[config.mk]
export PLATFORM = sky130hd
export DESIGN_NAME = selectable_lfsr_keystream_scrambler
export DESIGN_NICKNAME = d
export VERILOG_FILES = /design/src/rtl/core/lfsr_scr_pkg.sv /design/src/rtl/core/selectable_lfsr_keystream_scrambler.sv /design/src/rtl/core/lfsr_scr_step.sv /design/src/rtl/core/lfsr_scr_ctrl.sv
export SDC_FILE = /design/constraint.sdc
export NUM_CORES = 1
export LEC_CHECK = 0
export ABC_AREA = 1
export BUFFER_PORTS_ARGS = -buffer_cell sky130_fd_sc_hd__buf_4
export CAP_MARGIN = 20
export CELL_PAD_IN_SITES_DETAIL_PLACEMENT = 2
export CELL_PAD_IN_SITES_GLOBAL_PLACEMENT = 2
export CORE_MARGIN = 2
export CORE_UTILIZATION = 35
export CTS_CLUSTER_SIZE = 16
export DETAILED_ROUTE_END_ITERATION = 10
export PLACE_DENSITY_LB_ADDON = 0.1
export SLEW_MARGIN = 20
export SYNTH_ARGS = -nofsm -noshare
export SYNTH_HDL_FRONTEND = slang
export SYNTH_HIERARCHICAL = 1
export SYNTH_SLANG_ARGS = --single-unit
[constraint.sdc]
create_clock -name aclk -period 7.8 [get_ports aclk]
set_input_delay 0.78 -clock aclk [delete_from_list [all_inputs] [get_ports aclk]]
set_output_delay 0.78 -clock aclk [all_outputs]
set_load 0.05 [all_outputs]
[src/rtl/core/lfsr_scr_pkg.sv]
// shared types, codes and helpers for the lfsr keystream scrambler
package lfsr_scr_pkg;

    localparam int LFSR_W     = 24;
    localparam int WORD_W     = 64;
    localparam int FRAME_BITS = 128;
    localparam int FRAME_SH   = 7;
    localparam int FRAMES_W   = 16;
    localparam int CNT_W      = FRAMES_W + FRAME_SH;

    typedef enum logic [1:0] {
        FUNC_RELOAD   = 2'd0,
        FUNC_SEEK     = 2'd1,
        FUNC_GENERATE = 2'd2,
        FUNC_UNUSED   = 2'd3
    } func_t;

    typedef enum logic [1:0] {
        TAPS_8    = 2'd0,
        TAPS_16   = 2'd1,
        TAPS_24   = 2'd2,
        TAPS_AUTO = 2'd3
    } taps_t;

    typedef enum logic [1:0] {
        CFG_KEY     = 2'd0,
        CFG_SUB_ENC = 2'd1,
        CFG_SUB_DEC = 2'd2,
        CFG_NONE    = 2'd3
    } cfg_idx_t;

    typedef enum logic [1:0] {
        ST_IDLE,
        ST_RUN,
        ST_EMIT_HI,
        ST_EMIT_LO
    } lfsr_scr_state_t;

    typedef struct packed {
        logic load;
        logic step;
        logic commit;
        logic emit;
        logic emit_last;
    } lfsr_scr_ctl_t;

    function automatic taps_t resolve_taps(input taps_t sel, input logic [LFSR_W-1:0] key);
        taps_t res;
        if (sel != TAPS_AUTO) begin
            res = sel;
        end else if (key[23:16] != 8'd0) begin
            res = TAPS_24;
        end else if (key[15:8] != 8'd0) begin
            res = TAPS_16;
        end else begin
            res = TAPS_8;
        end
        return res;
    endfunction

endpackage

[src/rtl/core/selectable_lfsr_keystream_scrambler.sv]
// top level of the selectable lfsr keystream scrambler
//
// Input words arrive on the s_ channel: s_tuser carries the operation and the
// direction (decode or encode register), s_tdata the frame number for a seek.
// Results leave on the m_ channel: m_tdata holds 64 keystream bits and the
// register contents after the operation, m_tuser the resolved tap set and
// m_tlast marks the final word of an operation. Configuration (key and the two
// tap-set selectors) is written through cfg_valid/cfg_index/cfg_data and is
// always ready; write it only while the block is idle.
// The register advances one step per cycle through a single shared step unit.
// A reload or an unused code runs no steps; a seek steps the key through
// frame_number whole frames and a generate steps the stored register through
// one frame. The sequencer then commits the register and emits each word
// into the output register, a generate's second as soon as the first is
// taken. One operation is in flight at a time; s_tready returns once the last
// word sits in the output register, so a new word is accepted while that
// result still waits to be taken. A stalled receiver holds the output register
// and the sequencer until it is free.
// After reset both registers are zero, the key is zero and both selectors are
// set to automatic.
module selectable_lfsr_keystream_scrambler (
    input  logic        aclk,
    input  logic        aresetn,
    input  logic        s_tvalid,
    output logic        s_tready,
    input  logic [15:0] s_tdata,   // frame_number[15:0]
    input  logic [2:0]  s_tuser,   // func[1:0], direction[2]
    output logic        m_tvalid,
    input  logic        m_tready,
    output logic [87:0] m_tdata,   // pn_bits[63:0], seed_now[87:64]
    output logic [1:0]  m_tuser,   // subtype_used[1:0]
    output logic        m_tlast,
    input  logic        cfg_valid,
    output logic        cfg_ready,
    input  logic [1:0]  cfg_index,
    input  logic [23:0] cfg_data
);
    import lfsr_scr_pkg::*;

    lfsr_scr_ctl_t ctl;

    logic [LFSR_W-1:0]       key_reg;
    taps_t                   sub_enc_reg, sub_dec_reg;
    logic [LFSR_W-1:0]       lfsr_reg [2];
    logic [LFSR_W-1:0]       work_reg;
    logic [FRAME_BITS-1:0]   pn_reg;
    taps_t                   taps_reg;
    logic                    dir_reg;
    logic                    gen_reg;

    logic                    out_valid_reg;
    logic [WORD_W-1:0]       out_pn_reg;
    logic [LFSR_W-1:0]       out_seed_reg;
    taps_t                   out_taps_reg;
    logic                    out_last_reg;

    func_t                   in_func;
    logic                    in_dir;
    taps_t                   in_taps;
    logic [LFSR_W-1:0]       step_out;
    logic                    fb_bit;
    logic                    out_free;
    logic [WORD_W-1:0]       emit_pn;

    assign in_func   = func_t'(s_tuser[1:0]);
    assign in_dir    = s_tuser[2];
    assign in_taps   = resolve_taps(in_dir ? sub_enc_reg : sub_dec_reg, key_reg);
    assign out_free  = !out_valid_reg || m_tready;
    assign cfg_ready = 1'b1;

    lfsr_scr_ctrl u_ctrl (
        .aclk      (aclk),
        .aresetn   (aresetn),
        .in_valid  (s_tvalid),
        .in_func   (in_func),
        .in_frames (s_tdata),
        .out_free  (out_free),
        .in_ready  (s_tready),
        .ctl       (ctl)
    );

    lfsr_scr_step u_step (
        .state_in  (work_reg),
        .taps      (taps_reg),
        .state_out (step_out),
        .fb_bit    (fb_bit)
    );

    // configuration registers
    always_ff @(posedge aclk) begin
        if (!aresetn) begin
            key_reg     <= '0;
            sub_enc_reg <= TAPS_AUTO;
            sub_dec_reg <= TAPS_AUTO;
        end else if (cfg_valid && cfg_ready) begin
            unique case (cfg_idx_t'(cfg_index))
                CFG_KEY:     key_reg     <= cfg_data;
                CFG_SUB_ENC: sub_enc_reg <= taps_t'(cfg_data[1:0]);
                CFG_SUB_DEC: sub_dec_reg <= taps_t'(cfg_data[1:0]);
                default: ;
            endcase
        end
    end

    // stored registers per direction
    always_ff @(posedge aclk) begin
        if (!aresetn) begin
            lfsr_reg[0] <= '0;
            lfsr_reg[1] <= '0;
        end else if (ctl.commit) begin
            lfsr_reg[dir_reg] <= work_reg;
        end
    end

    // working register and keystream shift line
    always_ff @(posedge aclk) begin
        if (ctl.load) begin
            work_reg <= (in_func == FUNC_RELOAD || in_func == FUNC_SEEK) ?
                        key_reg : lfsr_reg[in_dir];
            taps_reg <= in_taps;
            dir_reg  <= in_dir;
            gen_reg  <= (in_func == FUNC_GENERATE);
        end else if (ctl.step) begin
            work_reg <= step_out;
            pn_reg   <= {pn_reg[FRAME_BITS-2:0], fb_bit};
        end
    end

    always_comb begin
        if (!gen_reg) begin
            emit_pn = '0;
        end else if (ctl.emit_last) begin
            emit_pn = pn_reg[WORD_W-1:0];
        end else begin
            emit_pn = pn_reg[FRAME_BITS-1:WORD_W];
        end
    end

    // output register
    always_ff @(posedge aclk) begin
        if (!aresetn) begin
            out_valid_reg <= 1'b0;
        end else if (ctl.emit) begin
            out_valid_reg <= 1'b1;
        end else if (m_tready) begin
            out_valid_reg <= 1'b0;
        end
    end

    always_ff @(posedge aclk) begin
        if (ctl.emit) begin
            out_pn_reg   <= emit_pn;
            out_seed_reg <= work_reg;
            out_taps_reg <= taps_reg;
            out_last_reg <= ctl.emit_last;
        end
    end

    assign m_tvalid = out_valid_reg;
    assign m_tdata  = {out_seed_reg, out_pn_reg};
    assign m_tuser  = out_taps_reg;
    assign m_tlast  = out_last_reg;

endmodule

[src/rtl/core/lfsr_scr_step.sv]
// single fibonacci lfsr step with selectable tap set
module lfsr_scr_step (
    input  logic [lfsr_scr_pkg::LFSR_W-1:0] state_in,
    input  lfsr_scr_pkg::taps_t             taps,
    output logic [lfsr_scr_pkg::LFSR_W-1:0] state_out,
    output logic                            fb_bit
);
    import lfsr_scr_pkg::*;

    always_comb begin
        unique case (taps)
            TAPS_8:  fb_bit = state_in[7] ^ state_in[5] ^ state_in[4] ^ state_in[3];
            TAPS_16: fb_bit = state_in[15] ^ state_in[14] ^ state_in[12] ^ state_in[3];
            default: fb_bit = state_in[23] ^ state_in[22] ^ state_in[21] ^ state_in[16];
        endcase
    end

    assign state_out = {state_in[LFSR_W-2:0], fb_bit};

endmodule

[src/rtl/core/lfsr_scr_ctrl.sv]
// sequencer: step counter and state machine for one operation
module lfsr_scr_ctrl (
    input  logic                           aclk,
    input  logic                           aresetn,
    input  logic                           in_valid,
    input  lfsr_scr_pkg::func_t            in_func,
    input  logic [lfsr_scr_pkg::FRAMES_W-1:0] in_frames,
    input  logic                           out_free,
    output logic                           in_ready,
    output lfsr_scr_pkg::lfsr_scr_ctl_t    ctl
);
    import lfsr_scr_pkg::*;

    lfsr_scr_state_t state_reg, state_next;
    logic [CNT_W-1:0] cnt_reg, cnt_next;
    logic             gen_reg, gen_next;
    logic [CNT_W-1:0] load_cnt;

    always_comb begin
        unique case (in_func)
            FUNC_GENERATE: load_cnt = CNT_W'(FRAME_BITS);
            FUNC_SEEK:     load_cnt = {in_frames, FRAME_SH'(0)};
            default:       load_cnt = '0;
        endcase
    end

    // next state
    always_comb begin
        state_next = state_reg;
        unique case (state_reg)
            ST_IDLE: begin
                if (in_valid) state_next = ST_RUN;
            end
            ST_RUN: begin
                if (cnt_reg == '0) state_next = gen_reg ? ST_EMIT_HI : ST_EMIT_LO;
            end
            ST_EMIT_HI: begin
                if (out_free) state_next = ST_EMIT_LO;
            end
            ST_EMIT_LO: begin
                if (out_free) state_next = ST_IDLE;
            end
            default: state_next = ST_IDLE;
        endcase
    end

    // outputs
    always_comb begin
        ctl      = '0;
        in_ready = 1'b0;
        unique case (state_reg)
            ST_IDLE: begin
                in_ready = 1'b1;
                ctl.load = in_valid;
            end
            ST_RUN: begin
                ctl.step   = (cnt_reg != '0);
                ctl.commit = (cnt_reg == '0);
            end
            ST_EMIT_HI: begin
                ctl.emit = out_free;
            end
            ST_EMIT_LO: begin
                ctl.emit      = out_free;
                ctl.emit_last = 1'b1;
            end
            default: ;
        endcase
    end

    always_comb begin
        cnt_next = cnt_reg;
        gen_next = gen_reg;
        if (ctl.load) begin
            cnt_next = load_cnt;
            gen_next = (in_func == FUNC_GENERATE);
        end else if (ctl.step) begin
            cnt_next = cnt_reg - CNT_W'(1);
        end
    end

    always_ff @(posedge aclk) begin
        if (!aresetn) begin
            state_reg <= ST_IDLE;
            cnt_reg   <= '0;
            gen_reg   <= 1'b0;
        end else begin
            state_reg <= state_next;
            cnt_reg   <= cnt_next;
            gen_reg   <= gen_next;
        end
    end

endmodule

Word level (Yosys, flattened, before mapping)
Memories as Yosys holds them, arrays and structs flattened.
Index checks and enable logic that the tools add are counted.

word-level totals
  bits in registers = 302
  memory bits (writable) = 48
  input bits = 50
  output and inout port bits = 94
  memories kept = 1

memories
  memory    words  width  read ports  clocked after Yosys merged registers in  write ports  RTL line                                   RTL
  lfsr_reg  2      24     1           0                                        2            selectable_lfsr_keystream_scrambler.sv:44  logic [LFSR_W-1:0] lfsr_reg [2];

operators by class
  add/sub/neg operators = 1
  equal/unequal tests = 13
  mux-type cells = 32
  bitwise operators = 10
  reductions and logical operators = 20

operator list
  kind                                                                  count
  24-bit two-way mux                                                    4
  64-bit two-way mux                                                    1
  23-bit two-way mux                                                    2
  23-bit one-hot mux with 2 select lines                                1
  24-bit OR reduction                                                   1
  23-bit zero test                                                      1
  23-bit nonzero test                                                   1
  23-bit by 1-bit subtractor with 23-bit output, second input constant  1
  2-bit two-way mux                                                     8
  8-bit nonzero test                                                    2
  1-bit two-way mux                                                     14
  1-bit XOR                                                             9
  2-bit by 1-bit == test with 1-bit output, second input constant       4
  2-bit == test, second input constant                                  4
  2-bit zero test                                                       4
  2-bit != test, second input constant                                  4
  2-bit one-hot mux with 4 select lines                                 1
  2-bit AND reduction                                                   4
  4-bit AND reduction                                                   1
  2-bit nonzero test                                                    2
  1-bit logical OR                                                      2
  2-bit by 1-bit != test with 1-bit output, second input constant       1
  1-bit one-hot mux with 2 select lines                                 1
  2-bit OR reduction                                                    1
  2 further kinds                                                       2

Depth between registers and ports, before layout
  depth after elaboration = 7
  gate-level depth with buffers = 13
  mapped depth without buffers = 12

By module
The synthesis kept the hierarchy.

modules (own cells, without submodules)
  module                               times used  cells an instance  area each (µm²)
  selectable_lfsr_keystream_scrambler  1           919                12016.5
  lfsr_scr_ctrl                        1           335                1926.8
  lfsr_scr_step                        1           57                 342.8

Worst setup path after synthesis
No wires, ideal clock.

  kind = flip-flop to flip-flop
  start = reg u_ctrl.state_reg[0]
  end = reg pn_reg[0], enable pin
  data arrival time = 7.088 ns
  data required time = 7.182 ns
  path slack = 0.094 ns
  cell stages (with the launch flop) = 9
  path buffers = 3
  clock period less this slack = 7.706 ns
  path through = dfxtp_1 -> inv_1 -> ha_1 -> nand2_1 -> inv_1 -> buf_2 -> buf_2 -> buf_2 -> nor2_1

RTL lines
  element                 RTL line                                    RTL
  from (decl)             lfsr_scr_ctrl.sv:14                         lfsr_scr_state_t state_reg, state_next;
  from (signal assigned)  lfsr_scr_ctrl.sv:88                         state_reg <= state_next;
  to (signal assigned)    selectable_lfsr_keystream_scrambler.sv:125  pn_reg <= {pn_reg[FRAME_BITS-2:0], fb_bit};
  to (decl)               selectable_lfsr_keystream_scrambler.sv:46   logic [FRAME_BITS-1:0] pn_reg;

==> results.tsv <==
metric	value	unit
Max rail drop VDD	165.1	µV
Static Leak	0.006343	µW
Initial DRC Count	446	
Slew Limit Fails	0	
Mapped Avg Cell Area	10.90	µm²
DP HPWL	25040	µm
vias in the first global route	10339	
Seq cells post-synth	350	
number of flip-flops in the largest register	128	
Clk network pwr share	0.253	
via count	9666	
CTS tree	built	
CTS H-tree depth	2	
global route total overflow	0	
CP startpoint kind	flip-flop	
Clock Skew	0.02409	ns
Longest Clk Path Bufs	3	
commonest cells after routing, fill and taps aside	nor2_1 (375), edfxtp_1 (295), buf_4 (152), nand2_1 (139), o21ai_0 (121)	
# setup viols final	0	
Arr. time, crit path	4.28	ns
Switching Fraction	0.3894	
critical path type	reg2reg	
Hold WC Path Type	reg2reg	
Mapped Area	14290	µm²
CP Cell Sequence	inv_1 -> ha_1 -> nand2_1 -> inv_1 -> buf_4 -> nor2_4 -> buf_4 -> buf_4	
cts repair resizes	0	
Total Power	6924	µW
Crit. End Element	flip-flop	
I/O Pins	144	
outcome	completed	
placed insts	1916	
CTS root buf	clkbuf_16	
via density per instance	4.862	
Final min period	4.136	ns
number of synthesis warnings	6	
P_int	4228	µW
clock-pin slew on the worst setup and hold paths	0.06	ns
EDFF count, synth	295	
Total GRT Usage	0.1845	
Die ar.	42450	µm²
Gate power share	0.331	
Non-Filler Instances	1988	
clk sink count	350	
Synth Flop Type	edfxtp_1	
Slowest cell on crit path	buf_4	
Post-CTS Setup Inserts	0	
Final #Nets	1484	
post-synthesis sequential area ratio	0.6971	
commonest non-fill, non-tap cell in the layout	nor2_1	
first-pass GRT wire length	60040	µm
GP Congestion	0.7677	
CP most frequent cell	buf_4	
final setup TNS	0	ns
initial antenna violation count	0	
Layout area overhead	17.63	%
relative slew slack	0.3313	
Max-Cap Viols	0	
sequential cell fraction of total power	0.416	
router iterations before antenna repair	4	
CP peak stage delay	0.84	ns
worst slew pin tran	1.003	ns
Synth Instances	1311	
Yosys cell types	35	
CTS Hold Buffers Added	0	
Die Y	206.0	µm
Worst EP required	7.95	ns
Fmax	241.8	MHz
share of layout cells above drive strength 1	0.1538	
core footprint	40550	µm²
CTS Buf Count	40	
Critical Path Fanout Max	78	
# diodes	0	
Psw	2696	µW
Port-buffer cells	142	
post-synthesis async set-or-reset flop share	0	
# rows	74	
syn nets	1369	
PD cells	412.0	nW/µm²
Routed WL per cell	19.38	µm
RSZ-0062 raised after global routing	no	
final hold violation count	0	
post-route ant nets	0	
Clock Latency Late Sink	0.54	ns
largest net degree at the start of global routing	79	
Initial Utilization	0.3523	
Post-Route WL	38520	µm
Filler cells	4349	
Die Span X	206.0	µm
Period Utilization, post-route	0.5302	
DR DRC count	0	
## layer usage
| layer | vias up | global-route usage | routed length [µm] | part of all wire |
|---|---|---|---|---|
| li1 | 4596 | - | - | - |
| met5 | - | 0 | 0 | 0 |
| met3 | 44 | 0.02728 | 1176 | 0.031 |
| met1 | 4878 | 0.2538 | 18080 | 0.47 |
| met4 | 0 | 0.04770 | 712 | 0.018 |
| met2 | 148 | 0.3060 | 18550 | 0.48 |
## power groups by stage
stage / Clock (µW) / Sequential [µW] / Combinational (µW)
after global routing: 1880 / 2930 / 2560
after floorplan: 0 / 3360 / 1250
after global placement: 0 / 2910 / 2250
final: 1750 / 2880 / 2290
after detailed placement: 0 / 2930 / 2330
after CTS: 1810 / 2890 / 2350
## worst max-delay path, delay by kind of cell (launching register included)
| kind | cells | cell delay [ns] |
|---|---|---|
| and+or+nand+nor | 2 | 0.70 |
| DFF | 1 | 0.43 |
| buffers and inverters | 5 | 2.26 |
| adders and majority gates | 1 | 0.24 |
## cell usage after synthesis, drive strengths merged (3+ instances only)
| master | instances | share of area |
|---|---|---|
| a21oi | 61 | 0.021 |
| buf | 61 | 0.031 |
| clkbuf | 18 | 0.0053 |
| dfxtp | 55 | 0.077 |
| edfxtp | 295 | 0.62 |
| ha | 8 | 0.0070 |
| inv | 97 | 0.025 |
| nand2 | 145 | 0.039 |
| nand3 | 40 | 0.016 |
| nand3b | 6 | 0.0034 |
| nand4 | 4 | 0.0018 |
| nor2 | 379 | 0.10 |
| o21ai | 122 | 0.043 |
| o21bai | 6 | 0.0032 |
| xnor2 | 3 | 0.0018 |
## area by class of cell
cell class | count | area [µm²] | share of cell area
inverter | 97 | 364.1 | 0.02167
sequential | 350 | 9960 | 0.5927
clock inverter | 14 | 95.09 | 0.005659
tap | 532 | 665.6 | 0.03961
clock buffer | 58 | 1111 | 0.06612
timing repair buffer | 152 | 1141 | 0.06790
multi-input combinational | 785 | 3468 | 0.2064
## final timing paths
path              slack [ns]                        startpoint                     to  cells after the start
hold reg to reg         0.44              pn_reg[76]$_DFFE_PP_   pn_reg[77]$_DFFE_PP_                      0
setup / recovery        3.66  u_ctrl/state_reg[0]$_SDFFE_PN0P_  pn_reg[100]$_DFFE_PP_                      8
hold / removal          0.44              pn_reg[76]$_DFFE_PP_   pn_reg[77]$_DFFE_PP_                      0
setup reg to reg        3.66  u_ctrl/state_reg[0]$_SDFFE_PN0P_  pn_reg[100]$_DFFE_PP_                      8
## per-stage QoR
| step | util | hold WS, ns | setup WS, ns | area, µm² |
|---|---|---|---|---|
| after floorplan | - | 0.4207 | 0.09388 | 14290 |
| after global placement | 0.3846 | 0.4258 | 3.574 | 15600 |
| after detailed placement | 0.3846 | 0.4335 | 3.447 | 15600 |
| after CTS | 0.4144 | 0.4377 | 3.569 | 16800 |
| after global routing | 0.4144 | 0.4545 | 3.255 | 16800 |
| final | 0.4144 | 0.4391 | 3.664 | 16800 |
## logic make-up (layout without fill, tap and decap cells)
logic type                 count (synthesis)  after routing  share of synthesized area
AOI/OAI and AO/OA                        195            195                    0.07059
xor gates and xnor gates                   4              4                   0.002453
adders and majority gates                  8              8                   0.007007
DFF                                      350            350                     0.6971
and+or+nand+nor                          577            577                     0.1611
other                                      1              1                  0.0002625
buffers and inverters                    176            321                    0.06148
No activity file was read; power rests on OpenSTA's default activity.
